`src/design/brc_pkg.sv`:
```
package brc_pkg;

    // cordic iteration count, capped at 32
    localparam int SINE_STAGES   = 16;
    localparam int CORDIC_STAGES = (SINE_STAGES > 32) ? 32 : SINE_STAGES;
    localparam int IDX_W         = 5;

    // coordinate and internal widths
    localparam int COORD_W = 32;
    localparam int DIFF_W  = 33;
    localparam int XY_W    = 33;
    localparam int Z_W     = 34;
    localparam int ANG_W   = 20;
    localparam int RED_W   = 36;
    localparam int TRIG_W  = 32;
    localparam int PROD_W  = DIFF_W + TRIG_W;
    localparam int SUM_W   = PROD_W + 1;
    localparam int RND_W   = SUM_W - 30;
    localparam int FIN_W   = RND_W + 1;
    localparam int CORNERS = 4;

    // angle constants in Q30
    localparam logic signed [RED_W-1:0] Q30_PI      = 36'sd3373259426;
    localparam logic signed [RED_W-1:0] Q30_HALF_PI = 36'sd1686629713;
    localparam logic signed [RED_W-1:0] Q30_TWO_PI  = 36'sd6746518852;
    localparam logic signed [XY_W-1:0]  CORDIC_GAIN = 33'sh026DD3B6A;
    localparam logic signed [TRIG_W-1:0] Q30_ONE    = 32'sd1073741824;

    // atan(2^-i) in Q30
    localparam logic [31:0] ATAN_TABLE [0:31] = '{
        32'h3243F6A8, 32'h1DAC6705, 32'h0FADBAFC, 32'h07F56EA6, 32'h03FEAB76,
        32'h01FFD55B, 32'h00FFFAAA, 32'h007FFF55, 32'h003FFFEA, 32'h001FFFFD,
        32'h000FFFFF, 32'h0007FFFF, 32'h0003FFFF, 32'h0001FFFF, 32'h0000FFFF,
        32'h00007FFF, 32'h00003FFF, 32'h00001FFF, 32'h00000FFF, 32'h000007FF,
        32'h000003FF, 32'h000001FF, 32'h000000FF, 32'h0000007F, 32'h0000003F,
        32'h0000001F, 32'h0000000F, 32'h00000008, 32'h00000004, 32'h00000002,
        32'h00000001, 32'h00000000
    };

    // rotation vector state handed along the cell row
    typedef struct packed {
        logic signed [XY_W-1:0] x;
        logic signed [XY_W-1:0] y;
        logic signed [Z_W-1:0]  z;
        logic                   flip;
    } t_cordic;

    // corner offsets from the pivot, plus the pivot itself
    typedef struct packed {
        logic [CORNERS-1:0][DIFF_W-1:0] dx;
        logic [CORNERS-1:0][DIFF_W-1:0] dy;
        logic [COORD_W-1:0]             px;
        logic [COORD_W-1:0]             py;
    } t_geom;

endpackage

```
`src/design/brc_cell.sv`:
```
module brc_cell (
    input  logic                       i_clk,
    input  logic                       i_rst_n,
    input  logic [brc_pkg::IDX_W-1:0]  i_shift,
    input  logic                       i_valid,
    output logic                       o_ready,
    input  brc_pkg::t_cordic           i_cordic,
    input  brc_pkg::t_geom             i_geom,
    output logic                       o_valid,
    input  logic                       i_ready,
    output brc_pkg::t_cordic           o_cordic,
    output brc_pkg::t_geom             o_geom
);
    import brc_pkg::*;

    logic                   r_valid;
    t_cordic                r_cordic;
    t_geom                  r_geom;
    t_cordic                n_cordic;
    logic                   take;
    logic signed [XY_W-1:0] x_sh;
    logic signed [XY_W-1:0] y_sh;
    logic signed [Z_W-1:0]  step_ang;

    assign o_ready = !r_valid || i_ready;
    assign take    = i_valid && o_ready;

    // one micro-rotation, direction from the sign of the residual angle
    assign x_sh     = i_cordic.x >>> i_shift;
    assign y_sh     = i_cordic.y >>> i_shift;
    assign step_ang = Z_W'(ATAN_TABLE[i_shift]);

    always_comb begin
        n_cordic.flip = i_cordic.flip;
        if (i_cordic.z >= 0) begin
            n_cordic.x = i_cordic.x - y_sh;
            n_cordic.y = i_cordic.y + x_sh;
            n_cordic.z = i_cordic.z - step_ang;
        end else begin
            n_cordic.x = i_cordic.x + y_sh;
            n_cordic.y = i_cordic.y - x_sh;
            n_cordic.z = i_cordic.z + step_ang;
        end
    end

    // valid flag
    always_ff @(posedge i_clk) begin
        if (!i_rst_n) begin
            r_valid <= 1'b0;
        end else if (o_ready) begin
            r_valid <= i_valid;
        end
    end

    // word register, geometry rides along
    always_ff @(posedge i_clk) begin
        if (take) begin
            r_cordic <= n_cordic;
            r_geom   <= i_geom;
        end
    end

    assign o_valid  = r_valid;
    assign o_cordic = r_cordic;
    assign o_geom   = r_geom;

endmodule

```
`config.mk`:
```
export PLATFORM = sky130hd
export DESIGN_NAME = brc_cell
export DESIGN_NICKNAME = d
export VERILOG_FILES = /design/src/design/brc_pkg.sv /design/src/design/brc_cell.sv
export SDC_FILE = /design/constraint.sdc
export NUM_CORES = 1
export LEC_CHECK = 0
export ABC_AREA = 1
export BUFFER_PORTS_ARGS = -buffer_cell sky130_fd_sc_hd__buf_2
export CAP_MARGIN = 0
export CORE_AREA = 10 10 328 330
export DETAILED_ROUTE_END_ITERATION = 10
export DIE_AREA = 0 0 338 340
export PLACE_DENSITY = 0.57
export SYNTH_ARGS = -nofsm -noshare
export SYNTH_HDL_FRONTEND = slang
export SYNTH_SLANG_ARGS = --single-unit
```
`constraint.sdc`:
```
create_clock -name i_clk -period 34 [get_ports i_clk]
set_input_delay 6.8 -clock i_clk [delete_from_list [all_inputs] [get_ports i_clk]]
set_output_delay 6.8 -clock i_clk [all_outputs]
set_load 0.05 [all_outputs]
```
==> Word level (Yosys, flattened, before mapping) <==
Memories as Yosys holds them, arrays and structs flattened.
Index checks and enable logic that the tools add are counted.
{ "word_totals": {"ff_bits": 430, "latchBits": 0, "ramBits": 0, "rom_bits": 1024, "input_bits": 438, "output_inout_bits": 431, "wordCells": 33, "memories": 1} }
{ "mem_list": {"columns": ["memory", "words", "word_bits", "read_ports", "rd_clocked_by_memory_dff", "wr", "line_no", "rtl"], "rows": [
  ["(no name shown)", 32, 32, 1, 0, 0, "brc_cell.sv:31", "assign step_ang = Z_W'(ATAN_TABLE[i_shift]);"]
]} }
{ "op_classes": {"addsub": 6, "mul": 0, "div": 0, "n_lt_le_gt_ge": 2, "n_eq_ne": 0, "shifts": 2, "mux": 3, "bitwise": 1, "reduce_logical": 3} }
{ "op_table": {"columns": ["cell", "count"], "rows": [
  ["$mux W100", 1],
  ["$add A33 B33 Y33", 2],
  ["$sshr A33 B5 Y33", 2],
  ["$sub A33 B33 Y33", 2],
  ["$mux W32", 2],
  ["$add A34 B33 Y34", 1],
  ["$ge A34 B1 Y1 const B", 1],
  ["$sub A34 B33 Y34", 1],
  ["$ge A6 B6 Y1 const B", 1],
  ["$not A5 Y6", 1],
  ["$logic_and A1 B1 Y1", 1],
  ["$logic_not A1 Y1", 1],
  ["$logic_or A1 B1 Y1", 1]
]} }

==> Logic depth before layout (Yosys ltp) <==
{ "depth": {"ltp_word": 6, "ltp_mapped": 35, "ltp_nobuf": 33} }

==> Worst setup path after synthesis <==
Ideal clock, no wire load.
{ "synth_timing": {"path_kind": "input to register", "startpoint": "input i_valid", "endpoint": "register r_cordic, in the netlist o_cordic[0], enable pin", "setup_time_ps": 1362, "t_arrival_ps": 27372, "required_time_ps": 32638, "path_slack_ps": 5266, "path_stages": 2, "n_path_buf": 0, "cell_sequence": "inv_1 -> a21oi_1"} }
{ "synth_via": {"elab_chain_cells": 1} }
{ "synth_rtl": {"columns": ["item", "line_no", "rtl"], "rows": [
  ["from (decl)", "brc_cell.sv:5", "input logic i_valid,"],
  ["$logic_and A1 B1 Y1", "brc_cell.sv:26", "assign take = i_valid && o_ready;"],
  ["via take", "brc_cell.sv:20", "logic take;"],
  ["to (signal assigned)", "brc_cell.sv:58", "r_cordic <= n_cordic;"],
  ["to (decl)", "brc_cell.sv:17", "t_cordic r_cordic;"]
]} }
The timed path passes the listed nets, and every way through them passes these cells.
A chain may end at the register's enable or synchronous reset.

==> Worst setup path after layout <==
{ "layout_timing": {"startpoint": "input i_ready", "endpoint": "output o_ready"} }
{ "layout_via": {"elab_chain_cells": 1} }
{ "layout_rtl": {"columns": ["item", "line_no", "rtl"], "rows": [
  ["from (decl)", "brc_cell.sv:10", "input logic i_ready,"],
  ["$logic_or A1 B1 Y1", "brc_cell.sv:25", "assign o_ready = !r_valid || i_ready;"],
  ["to (decl)", "brc_cell.sv:6", "output logic o_ready,"]
]} }
No other way between the ends.

==> results.sh <==
export IMPL_status="completed"
export IMPL_cp_slowest_cell="buf_2"
export IMPL_avgSynthCellArea_sq_um=9.17
export IMPL_power_frac_comb_pct=33.3
export IMPL_ys_ff_latch=430
export IMPL_antenna_found_initial=126
export IMPL_synth_common_cells="nand2_1, edfxtp_1, nand3_1"
export IMPL_die_w_microns=338
export IMPL_holdCritPathClass="flip-flop to flip-flop"
export IMPL_fin_crit_sh_pct=41.6
export IMPL_p_sw_share_pct=38.6
export IMPL_gp_congestion=0.954
export IMPL_wl_per_cell_microns=28.7
export IMPL_first_iter_violations=2147
export IMPL_root_buffer="clkbuf_16"
export IMPL_initial_core_util_pct=24.8
export IMPL_num_rows=117
export IMPL_ioPinCount=869
export IMPL_gr_total_overflow=0
export IMPL_io_buffers=868
export IMPL_ir_drop_uv=37.6
export IMPL_insertion_delay_ns=0.62
export IMPL_nets=4141
export IMPL_synth_area_leaders="edfxtp_1, nand2_1, nand3_1"
export IMPL_post_cts_setup_buffers=0
export IMPL_htreeDepth=2
export IMPL_coreArea_sq_mm=0.101
export IMPL_critPathTopFamily="buffers and inverters"
export IMPL_synth_simple_area_share_pct=24.5
export IMPL_maxSlewViolCount=0
export IMPL_share_seq_of_total_power_pct=34.8
export IMPL_cts_tree="yes"
export IMPL_rr_worst_depth=3
export IMPL_cts_sinks=430
export IMPL_p_int_uw=1180
export IMPL_synth_yosys_warnings=0
export IMPL_synth_cell_types=53
export IMPL_holdPathEnd="o_valid"
export IMPL_first_global_vias=22600
export IMPL_grt_pass1_wl_microns=189000
export IMPL_cts_buffers=54
export IMPL_finalCriticalPeriod_ns=14.15
export IMPL_grt_max_degree=155
export IMPL_path_class="input port to primary output"
export IMPL_rsz0062_at_grt="no"
export IMPL_synth_largest_area_cell="edfxtp_1"
export IMPL_syn2layout_area_growth_pct=30.2
export IMPL_setup_viol=0
export IMPL_final_setup_tns_ns=0
export IMPL_crit_path_cell_trace="buf_2, inv_1, nand2_1, buf_2"
export IMPL_p_switching_uw=746
export IMPL_ant_nets=0
export IMPL_synth_xor_area_share_pct=5.94
export IMPL_fp_dieH_microns=340
export IMPL_min_delay_path_depth=2
export IMPL_final_util_pct=32.4
export IMPL_synthCells=2741
export IMPL_fmax_mhz=70.6
export IMPL_cts_buffer_depth=3
export IMPL_ys_flop_type="edfxtp_1"
export IMPL_reg2reg_setup_slack_ns=30.84
export IMPL_maxCapViolCount=0
export IMPL_gr_usage_all_layers_pct=23.8
export IMPL_critPathRequiredTime_ns=27.20
export IMPL_synth_area_mux_share_pct=0
export IMPL_worstPathArrival_ns=7.35
export IMPL_ctsHoldBuffers=0
export IMPL_cpPeakStageDelay_ns=0.29
export IMPL_clkSlewWorstSetupHoldPaths_ns=0.06
export IMPL_cpMostUsedCell="buf_2"
export IMPL_synth_most_common_cell="nand2_1"
export IMPL_cp_num_buf_inv=3
export IMPL_hold_start="o_valid"
export IMPL_yosysSeqAreaShare_pct=51.3
export IMPL_hpwl_microns=123000
export IMPL_powerDensity_mw_per_mm2=59.0
export IMPL_drive_above_1_share_pct=29.8
export IMPL_syn_num_nets=3291
export IMPL_synth_compound_area_share_pct=7.33
export IMPL_async_reset_ff_share_pct=0
export IMPL_clock_power_share_pct=32.0
export IMPL_r2r_end="o_geom[73]"
export IMPL_start_kind="input port"
export IMPL_drc=0
export IMPL_die_area_sq_mm=0.115
export IMPL_firstDrtPassIters=6
export IMPL_synth_top_cell_area_share_pct=51.2
export IMPL_crit_path_end_kind="primary output"
export IMPL_synth_edf_count=429
export IMPL_worstMarginPinSlew_ns=1.27
export IMPL_vias=23900
export IMPL_hold_violations=0
export IMPL_reg2reg_from="o_valid"
export IMPL_synth_adder_area_share_pct=5.66
export IMPL_p_leak_uw=0.0149
export IMPL_slew_headroom_pct=15.1
export IMPL_syn_area_sq_mm=0.0251
export IMPL_drt_wl_total_microns=144000
export IMPL_fin_skew_ns=0.0173
export IMPL_via_per_inst=4.74
export IMPL_synth_top_family_by_area="simple AND/OR/NAND/NOR gates"
export IMPL_ctsResizeCount=0
export IMPL_worstPathMaxFanout=2
[routing by layer]
| layer | global-route usage, % | up-vias | part of all wire [%] |
|---|---|---|---|
| met4 | 4.62 | 80 | 2.2 |
| met5 | 0 | - | 0.35 |
| met3 | 12.7 | 239 | 14 |
| met1 | 27.8 | 11400 | 37 |
| li1 | - | 11200 | - |
| met2 | 38.5 | 982 | 46 |
[metrics by stage]
| step | instance area [sq um] | cells | setup slack (ns) | hold slack [ns] | total power [uW] |
|---|---|---|---|---|---|
| 6_report | 32700 | 5035 | 19.85 | 0.630 | 1930 |
| 5_1_grt | 32700 | 5013 | 19.81 | 0.674 | 2020 |
| 3_3_place_gp | 30800 | 4903 | 19.84 | 0.607 | 1330 |
| 2_1_floorplan | 25100 | 2741 | 5.27 | 1.11 | 1140 |
| 4_1_cts | 32700 | 5004 | 19.86 | 0.612 | 1960 |
| 3_5_place_dp | 30800 | 4903 | 19.86 | 0.592 | 1330 |
[how the worst max path moves through the flow]
stage / cells past startpoint / startpoint / end / slack, ns
after floorplan: 2 / i_valid / o_cordic[0] / 5.27
after global placement: 4 / i_ready / o_ready / 19.84
after detailed placement: 4 / i_ready / o_ready / 19.86
after CTS: 4 / i_ready / o_ready / 19.86
after global routing: 4 / i_ready / o_ready / 19.81
final: 4 / i_ready / o_ready / 19.85
[state kept, by name (all words and copies together) (netlist names)]
name,cells
o_cordic,101
o_geom,328
o_valid,1
[logic make-up after synthesis]
logic type,count (synthesis)
simple gates,1420
flops,430
compound gates,322
buf+inv,295
xor+xnor,162
fa+ha+maj,112
[power by group through the flow]
stage	logic, uW	clock network, uW	registers [uW]
final	642	617	671
after global routing	691	656	676
after CTS	651	636	672
after detailed placement	648	0	682
after global placement	648	0	682
after floorplan	258	0	883
[tightest hold or removal path, cell delays in order (launching register included)]
cell      delay, ns
dfxtp_1        0.38
nand2_1        0.12
a21boi_0       0.09
[placed cells by master (no fill, tap or decap), types with 4 or more instances in the layout]
| cell type | count |
|---|---|
| nand3_2 | 11 |
| o21a_1 | 10 |
| clkinv_1 | 5 |
| o22ai_1 | 4 |
| a21o_1 | 6 |
| o21ai_1 | 10 |
| clkinv_2 | 19 |
| diode_2 | 31 |
| clkbuf_1 | 6 |
| edfxtp_1 | 429 |
| nand2_2 | 23 |
| ha_1 | 109 |
| nor4_1 | 9 |
| a31oi_1 | 14 |
| nand4_1 | 14 |
| inv_2 | 27 |
| clkbuf_16 | 54 |
| nand3b_1 | 8 |
| nor2_4 | 5 |
| nand3_1 | 373 |
| a21oi_2 | 5 |
| xnor2_1 | 50 |
| nor3_1 | 20 |
| o211ai_1 | 16 |
| buf_2 | 868 |
| inv_1 | 178 |
| xor2_1 | 102 |
| nor2_2 | 18 |
| bufinv_16 | 10 |
| xor2_2 | 10 |
| nand2_1 | 760 |
| nor2_1 | 174 |
| o21ai_0 | 86 |
| buf_4 | 12 |
| a21oi_1 | 147 |
[cell type report]
type / count / area (sq um)
Multi-Input combinational cell: 2016 / 10900
Inverter: 208 / 788
Sequential cell: 430 / 12900
Tap cell: 1368 / 1710
Clock inverter: 41 / 499
Antenna cell: 31 / 77.6
Fill cell: 10800 / 68400
Timing Repair Buffer: 881 / 4450
Clock buffer: 60 / 1370
Power figures use the tool's default switching activity.
