$ cat src/design/brc_pkg.sv
package brc_pkg;

    // cordic iteration count, capped at 32
    localparam int SINE_STAGES   = 16;
    localparam int CORDIC_STAGES = (SINE_STAGES > 32) ? 32 : SINE_STAGES;
    localparam int IDX_W         = 5;

    // coordinate and internal widths
    localparam int COORD_W = 32;
    localparam int DIFF_W  = 33;
    localparam int XY_W    = 33;
    localparam int Z_W     = 34;
    localparam int ANG_W   = 20;
    localparam int RED_W   = 36;
    localparam int TRIG_W  = 32;
    localparam int PROD_W  = DIFF_W + TRIG_W;
    localparam int SUM_W   = PROD_W + 1;
    localparam int RND_W   = SUM_W - 30;
    localparam int FIN_W   = RND_W + 1;
    localparam int CORNERS = 4;

    // angle constants in Q30
    localparam logic signed [RED_W-1:0] Q30_PI      = 36'sd3373259426;
    localparam logic signed [RED_W-1:0] Q30_HALF_PI = 36'sd1686629713;
    localparam logic signed [RED_W-1:0] Q30_TWO_PI  = 36'sd6746518852;
    localparam logic signed [XY_W-1:0]  CORDIC_GAIN = 33'sh026DD3B6A;
    localparam logic signed [TRIG_W-1:0] Q30_ONE    = 32'sd1073741824;

    // atan(2^-i) in Q30
    localparam logic [31:0] ATAN_TABLE [0:31] = '{
        32'h3243F6A8, 32'h1DAC6705, 32'h0FADBAFC, 32'h07F56EA6, 32'h03FEAB76,
        32'h01FFD55B, 32'h00FFFAAA, 32'h007FFF55, 32'h003FFFEA, 32'h001FFFFD,
        32'h000FFFFF, 32'h0007FFFF, 32'h0003FFFF, 32'h0001FFFF, 32'h0000FFFF,
        32'h00007FFF, 32'h00003FFF, 32'h00001FFF, 32'h00000FFF, 32'h000007FF,
        32'h000003FF, 32'h000001FF, 32'h000000FF, 32'h0000007F, 32'h0000003F,
        32'h0000001F, 32'h0000000F, 32'h00000008, 32'h00000004, 32'h00000002,
        32'h00000001, 32'h00000000
    };

    // rotation vector state handed along the cell row
    typedef struct packed {
        logic signed [XY_W-1:0] x;
        logic signed [XY_W-1:0] y;
        logic signed [Z_W-1:0]  z;
        logic                   flip;
    } t_cordic;

    // corner offsets from the pivot, plus the pivot itself
    typedef struct packed {
        logic [CORNERS-1:0][DIFF_W-1:0] dx;
        logic [CORNERS-1:0][DIFF_W-1:0] dy;
        logic [COORD_W-1:0]             px;
        logic [COORD_W-1:0]             py;
    } t_geom;

endpackage

$ cat src/design/brc_prep.sv
module brc_prep (
    input  logic                                       i_clk,
    input  logic                                       i_rst_n,
    input  logic                                       i_valid,
    output logic                                       o_ready,
    input  logic [brc_pkg::CORNERS-1:0][brc_pkg::COORD_W-1:0] i_cx,
    input  logic [brc_pkg::CORNERS-1:0][brc_pkg::COORD_W-1:0] i_cy,
    input  logic [brc_pkg::COORD_W-1:0]                i_px,
    input  logic [brc_pkg::COORD_W-1:0]                i_py,
    input  logic [brc_pkg::ANG_W-1:0]                  i_angle,
    output logic                                       o_valid,
    input  logic                                       i_ready,
    output brc_pkg::t_cordic                           o_cordic,
    output brc_pkg::t_geom                             o_geom
);
    import brc_pkg::*;

    logic                    r_valid;
    t_cordic                 r_cordic;
    t_geom                   r_geom;
    t_cordic                 n_cordic;
    t_geom                   n_geom;
    logic                    take;
    logic signed [RED_W-1:0] z_full;
    logic signed [RED_W-1:0] z_wrap;
    logic signed [RED_W-1:0] z_red;
    logic                    flip;

    assign o_ready = !r_valid || i_ready;
    assign take    = i_valid && o_ready;

    // angle to Q30, fold into one turn, then into the right half plane
    always_comb begin
        z_full = RED_W'($signed({i_angle, 14'b0}));
        if (z_full > Q30_PI) begin
            z_wrap = z_full - Q30_TWO_PI;
        end else if (z_full < -Q30_PI) begin
            z_wrap = z_full + Q30_TWO_PI;
        end else begin
            z_wrap = z_full;
        end
        if (z_wrap > Q30_HALF_PI) begin
            z_red = z_wrap - Q30_PI;
            flip  = 1'b1;
        end else if (z_wrap < -Q30_HALF_PI) begin
            z_red = z_wrap + Q30_PI;
            flip  = 1'b1;
        end else begin
            z_red = z_wrap;
            flip  = 1'b0;
        end
        n_cordic.x    = CORDIC_GAIN;
        n_cordic.y    = '0;
        n_cordic.z    = Z_W'(z_red);
        n_cordic.flip = flip;
    end

    // corner offsets from the pivot, one bit wider
    always_comb begin
        for (int k = 0; k < CORNERS; k++) begin
            n_geom.dx[k] = DIFF_W'($signed({i_cx[k][COORD_W-1], i_cx[k]})
                                 - $signed({i_px[COORD_W-1], i_px}));
            n_geom.dy[k] = DIFF_W'($signed({i_cy[k][COORD_W-1], i_cy[k]})
                                 - $signed({i_py[COORD_W-1], i_py}));
        end
        n_geom.px = i_px;
        n_geom.py = i_py;
    end

    // valid flag
    always_ff @(posedge i_clk) begin
        if (!i_rst_n) begin
            r_valid <= 1'b0;
        end else if (o_ready) begin
            r_valid <= i_valid;
        end
    end

    // word register
    always_ff @(posedge i_clk) begin
        if (take) begin
            r_cordic <= n_cordic;
            r_geom   <= n_geom;
        end
    end

    assign o_valid  = r_valid;
    assign o_cordic = r_cordic;
    assign o_geom   = r_geom;

endmodule

$ cat config.mk
export PLATFORM = sky130hd
export DESIGN_NAME = brc_prep
export DESIGN_NICKNAME = d
export VERILOG_FILES = /design/src/design/brc_pkg.sv /design/src/design/brc_prep.sv
export SDC_FILE = /design/constraint.sdc
export NUM_CORES = 1
export LEC_CHECK = 0
export BUFFER_PORTS_ARGS = -buffer_cell sky130_fd_sc_hd__buf_2
export CORE_AREA = 2 2 299 301
export DETAILED_ROUTE_END_ITERATION = 7
export DIE_AREA = 0 0 301 303
export HOLD_SLACK_MARGIN = 0.08
export MAX_ROUTING_LAYER = met4
export SKIP_CTS_REPAIR_TIMING = 1
export SLEW_MARGIN = 0
export SYNTH_ARGS = -nofsm -noshare
export SYNTH_HDL_FRONTEND = slang
export SYNTH_SLANG_ARGS = --single-unit
$ cat constraint.sdc
create_clock -name i_clk -period 10.65 [get_ports i_clk]
set_input_delay 0 -clock i_clk [delete_from_list [all_inputs] [get_ports i_clk]]
set_output_delay 0 -clock i_clk [all_outputs]
set_load 0.005 [all_outputs]
# --- After elaboration in Yosys (flattened, before gate mapping) ---
# Cells that the tools add are included.
classes:
  addsub: 12
  magnitude_cmp: 4
  n_mux: 5
  reduce_logical: 3
op_table:
  columns: ["op", "count"]
  rows:
  - ["$sub 32x32->33", 8]
  - ["$mux 36", 2]
  - ["$mux 34", 2]
  - ["$gt 36x32->1 const B", 1]
  - ["$lt 36x32->1 const B", 1]
  - ["$add 34x34->35 const B", 1]
  - ["$sub 34x34->35 const B", 1]
  - ["$add 34x33->34 const B", 1]
  - ["$gt 34x33->1 const B", 1]
  - ["$lt 34x33->1 const B", 1]
  - ["$sub 34x33->34 const B", 1]
  - ["$logic_and 1x1->1", 1]
  - ["$logic_not 1->1", 1]
  - ["$logic_or 1x1->1", 1]
  - ["$mux 1", 1]
totals:
  out_inout_bits: 431
  register_bits: 364

# --- Depth between registers and ports, before layout ---
depth:
  ltp_word: 6
  depth_mapped: 17
  ltp_nobuf: 13

# --- Worst setup path before layout ---
# OpenSTA, ideal clock, no wires.
synth_timing:
  kind: "register -> register"
  from: "reg r_valid, in the netlist o_valid"
  to: "reg r_cordic, in the netlist o_cordic[11], enable pin"
  n_path_buf: 0
  arrival_time_ps: 8501
  path_slack_ps: 1384
  synth_period_minus_slack_ps: 9266
  setup_ps: 765
  path_stages_with_launch: 3
  cell_sequence: "dfxtp_1 > nand2b_1 > and2_1"
synth_between:
  elab_chain_len: 3
synth_rtl:
  columns: ["element", "line", "source"]
  rows:
  - ["start: declaration", "brc_prep.sv:18", "logic r_valid;"]
  - ["start signal: assignment", "brc_prep.sv:75", "r_valid <= i_valid;"]
  - ["$logic_not 1->1", "brc_prep.sv:29", "assign o_ready = !r_valid || i_ready;"]
  - ["$logic_or 1x1->1", "brc_prep.sv:29", null]
  - ["net o_ready", "brc_prep.sv:5", "output logic o_ready,"]
  - ["$logic_and 1x1->1", "brc_prep.sv:30", "assign take = i_valid && o_ready;"]
  - ["net take", "brc_prep.sv:23", "logic take;"]
  - ["end signal: assignment", "brc_prep.sv:82", "r_cordic <= n_cordic;"]
  - ["end: declaration", "brc_prep.sv:19", "t_cordic r_cordic;"]
# The timed path passes the listed nets, and every way through them passes these cells.
# A chain may end at the register's enable or synchronous reset.

==> results by group <==
Floorplan
  • Die width: 301 um
  • Top Ports: 775
  • Std-Cell Rows: 109
  • Die H: 303 um
  • Core Area: just under 90000 um^2
  • Die Area: about 90000 um^2
  • Initial Utilization: 0.291

Route
  • Violation count after the first detailed-route iteration: 1711
  • Vias per std cell: between 4 and 5
  • Post-Route WL: 93.9 mm
  • Drt wl/cell: approximately 20 um
  • Drt drc: 0
  • Vias: approximately 24000
  • First-pass iteration count of the detailed router: 6
  • Antenna-violating nets left: 0

GRT
  • Initial antenna violation count: 8
  • Largest net degree at the start of global routing: 70
  • Number of global-route vias before repair: 20600
  • GRT Util Overall: 0.194
  • First-pass GRT wire length: ~130 mm
  • Congestion Overflow GR: 0

Critical path
  • Worst r2r src: o_valid
  • Worst setup path endpoint: o_geom[95]
  • R2r worst-path depth: 4
  • Crit path capture type: flop
  • R2R Setup Slk: 7.31 ns
  • Crit Path Max Fanout: 6
  • Worst-path cell chain: dlygate4sd3_1, buf_2, inv_1, ha_1, nor2b_1, o21ai_0, a21oi_1, o211ai_1, o32a_1, a2111oi_0, nor2_1, a211o_1, o311ai_0, xor2_1, dlygate4sd3_1
  • Worst setup path startpoint: i_py[1]
  • Req. time, crit path: about 11 ns
  • Crit path max-delay cell type: a2111oi_0
  • Slowest Stage Delay on Critical Path: 0.89 ns
  • Classification of the worst setup path: in2reg
  • Arrival time worst endpoint: 4.89 ns
  • CP most frequent cell: dlygate4sd3_1
  • Reg-to-Reg End: o_geom[62]
  • Startpoint Class: primary input

Logic synthesis
  • Syn_area_per_cell: around 10 um^2
  • Main synth FF type: edfxtp_1
  • #FFs+latches synth: 357
  • Synth cell types: between 90 and 100
  • Yosys warns: 0
  • Register area share after synthesis: 0.419
  • Post-synth ARST share: 0
  • Post-synthesis cell area: between 20000 and 30000 um^2
  • Post-synth EDFFs: 356
  • Mapped Cells: 2466

Layout
  • Final #Nets: 4206
  • Layout cells sized above 1: 0.228
  • Layout area overhead: 39.5%
  • Final cell count without fillers: roughly 4800

Power and ir drop
  • P_leak: 15.6 nW
  • Max IR drop VDD: 117 uV
  • P per Cell Area: 140 nW/um^2

CTS
  • Htree depth: 2
  • CTS Buffer Depth: 3
  • CTS Root Cell: clkbuf_16
  • Clock Pin Slew Worst Setup and Hold Paths: about 0.06 ns
  • Total CTS buffers: 47
  • TritonCTS clock tree: yes
  • Clock sink count: 357
  • Clk_lat worst skew: 0.61 ns

STA
  • Setup Skew: 0.0312 ns
  • Min Tclk post-route: 4.53 ns
  • Setup Viol. Count Final: 0
  • Fin. Hold Viols: 0
  • FMAX: 0.221 GHz
  • RSZ-0062 raised after global routing: no
  • Least-Margin Pin Slew: ~1.1 ns
  • Slew headroom: 0.234
  • Setup TNS: 0 ns
  • Fin crit share: 0.425
  • Fin. max-slew vios: 0

Placed design
  • Number of port buffers: 707
  • Post-DP HPWL: ~74 mm
  • GPL Wtd Cong: 0.944
  • DP Cell Count: around 4300

Flow run
  • Max cap viols: 0

Outcome
  • Status: finished, final reports clean

Min path
  • Tightest Hold Check Type: in2reg
[cells in the final DEF, fill, tap and decap left out, types with 10 or more instances in the layout]
cell type / instances
a211oi_1: 28
a21o_1: 94
a21oi_1: 179
a22oi_1: 13
a31oi_1: 28
a32oi_1: 10
and2_1: 10
and3_1: 34
buf_2: 707
clkbuf_16: 47
clkinv_2: 11
conb_1: 67
diode_2: 11
dlygate4sd3_1: 400
edfxtp_1: 356
ha_1: 265
inv_1: 157
nand2_1: 110
nand2b_1: 37
nand3_1: 59
nand4_1: 17
nor2_1: 161
nor2b_1: 36
nor3_1: 65
nor4_1: 13
o2111ai_1: 12
o211ai_1: 22
o21a_1: 56
o21ai_0: 117
o21bai_1: 17
o22ai_1: 11
o31ai_1: 10
or3_1: 17
xnor2_1: 183
xor2_1: 56
[how the worst min path moves through the flow]
stage | from | end | slack, ns | cells after the start
after floorplan | i_py[0] | o_geom[0] | 0.1 | 0
after global placement | i_px[19] | o_geom[51] | 0.19 | 1
after CTS | i_py[23] | o_geom[23] | -0.48 | 1
final | i_cx[92] | o_geom[291] | 0.06 | 5
after detailed placement | i_py[7] | o_geom[7] | 0.19 | 1
after global routing | i_px[30] | o_geom[62] | 0.08 | 2
[area by class of cell]
| class | count | area (um^2) |
|---|---|---|
| repair buffers | 1116 | 7610 |
| multi-input cells | 1909 | 13800 |
| flip-flops and latches | 357 | 10700 |
| diodes | 11 | 27.5 |
| well taps | 1165 | 1460 |
| clock inverters | 30 | 293 |
| clock buffers | 53 | 1200 |
| fillers | 8569 | 52300 |
| inverters | 158 | 593 |
[logic make-up (layout without fill, tap and decap cells)]
group	after synthesis	count (layout)	share of synthesized area
multiplexers	8	8	0.00313
adder cells (fa/ha/maj)	273	273	0.136
AO/OA/AOI/OAI	720	720	0.191
buffers and inverters	265	1357	0.0511
other	2	78	0.000293
AND/OR/NAND/NOR	602	602	0.118
flip-flops	357	357	0.419
XOR/XNOR	239	239	0.0818
[stage by stage]
stage	hold WS, ns	total power [W]	utilization	worst slack (ns)	instance area, um^2
4_1_cts	-0.483	0.00482	0.360	6.88	31700
5_1_grt	0.0814	0.00524	0.406	5.72	35700
3_3_place_gp	0.191	0.00319	0.343	6.31	30200
3_5_place_dp	0.192	0.00320	0.343	6.24	30200
6_report	0.0598	0.00498	0.406	6.12	35700
2_1_floorplan	0.0989	0.00272	-	1.38	25800
[synthesized netlist by cell type (all sizes together) (7+ instances only)]
library cell | n | area share
nor4 | 13 | 0.0032
ha | 265 | 0.13
fa | 8 | 0.0063
o31a | 9 | 0.0031
nand2b | 37 | 0.0090
edfxtp | 356 | 0.42
and2 | 11 | 0.0027
o21ai | 119 | 0.023
a311oi | 8 | 0.0027
nor2 | 162 | 0.024
and3 | 34 | 0.0083
mux2i | 8 | 0.0031
nor2b | 36 | 0.0088
a21oi | 181 | 0.036
xor2 | 56 | 0.019
or3 | 17 | 0.0042
a21o | 94 | 0.028
nand4 | 17 | 0.0042
a221oi | 11 | 0.0043
o2111ai | 12 | 0.0041
a22oi | 13 | 0.0038
nor3 | 66 | 0.013
o21a | 56 | 0.016
a32oi | 10 | 0.0034
o22ai | 11 | 0.0027
buf | 88 | 0.025
a211oi | 28 | 0.0082
o41ai | 9 | 0.0037
inv | 158 | 0.023
xnor2 | 183 | 0.063
o31ai | 10 | 0.0029
o21bai | 17 | 0.0050
or2 | 9 | 0.0022
a31oi | 29 | 0.0073
clkbuf | 19 | 0.0029
o211ai | 22 | 0.0065
a21boi | 10 | 0.0029
a31o | 7 | 0.0024
nand3 | 59 | 0.012
nand2 | 110 | 0.016
[power by group]
group | leakage, nW | internal [W] | switching, W | total, W
logic | 11.4 | 0.000717 | 0.000823 | 0.00154
clock network | 0.738 | 0.000929 | 0.000661 | 0.00159
registers | 3.45 | 0.00179 | 0.0000626 | 0.00185
[per-layer routing]
| layer | global-route usage | wire (um) | vias to the layer above |
|---|---|---|---|
| li1 | - | - | 11400 |
| met1 | 0.231 | 38500 | 11300 |
| met2 | 0.322 | 46100 | 938 |
| met3 | 0.0478 | 6580 | 161 |
| met4 | 0.0572 | 2720 | 0 |
| met5 | - | 0 | - |
[critical path, delay by kind of cell]
kind | cells | cell delay [ns]
AO/OA/AOI/OAI | 7 | 2.80
XOR/XNOR | 1 | 0.10
buffers and inverters | 4 | 1.44
adder cells (fa/ha/maj) | 1 | 0.28
AND/OR/NAND/NOR | 2 | 0.26
[registers in the layout, indices dropped and copies added, names as in the netlist]
register,flops
o_cordic,28
o_valid,1
o_geom,328
Note: power is estimated with default switching activity, not from simulation.
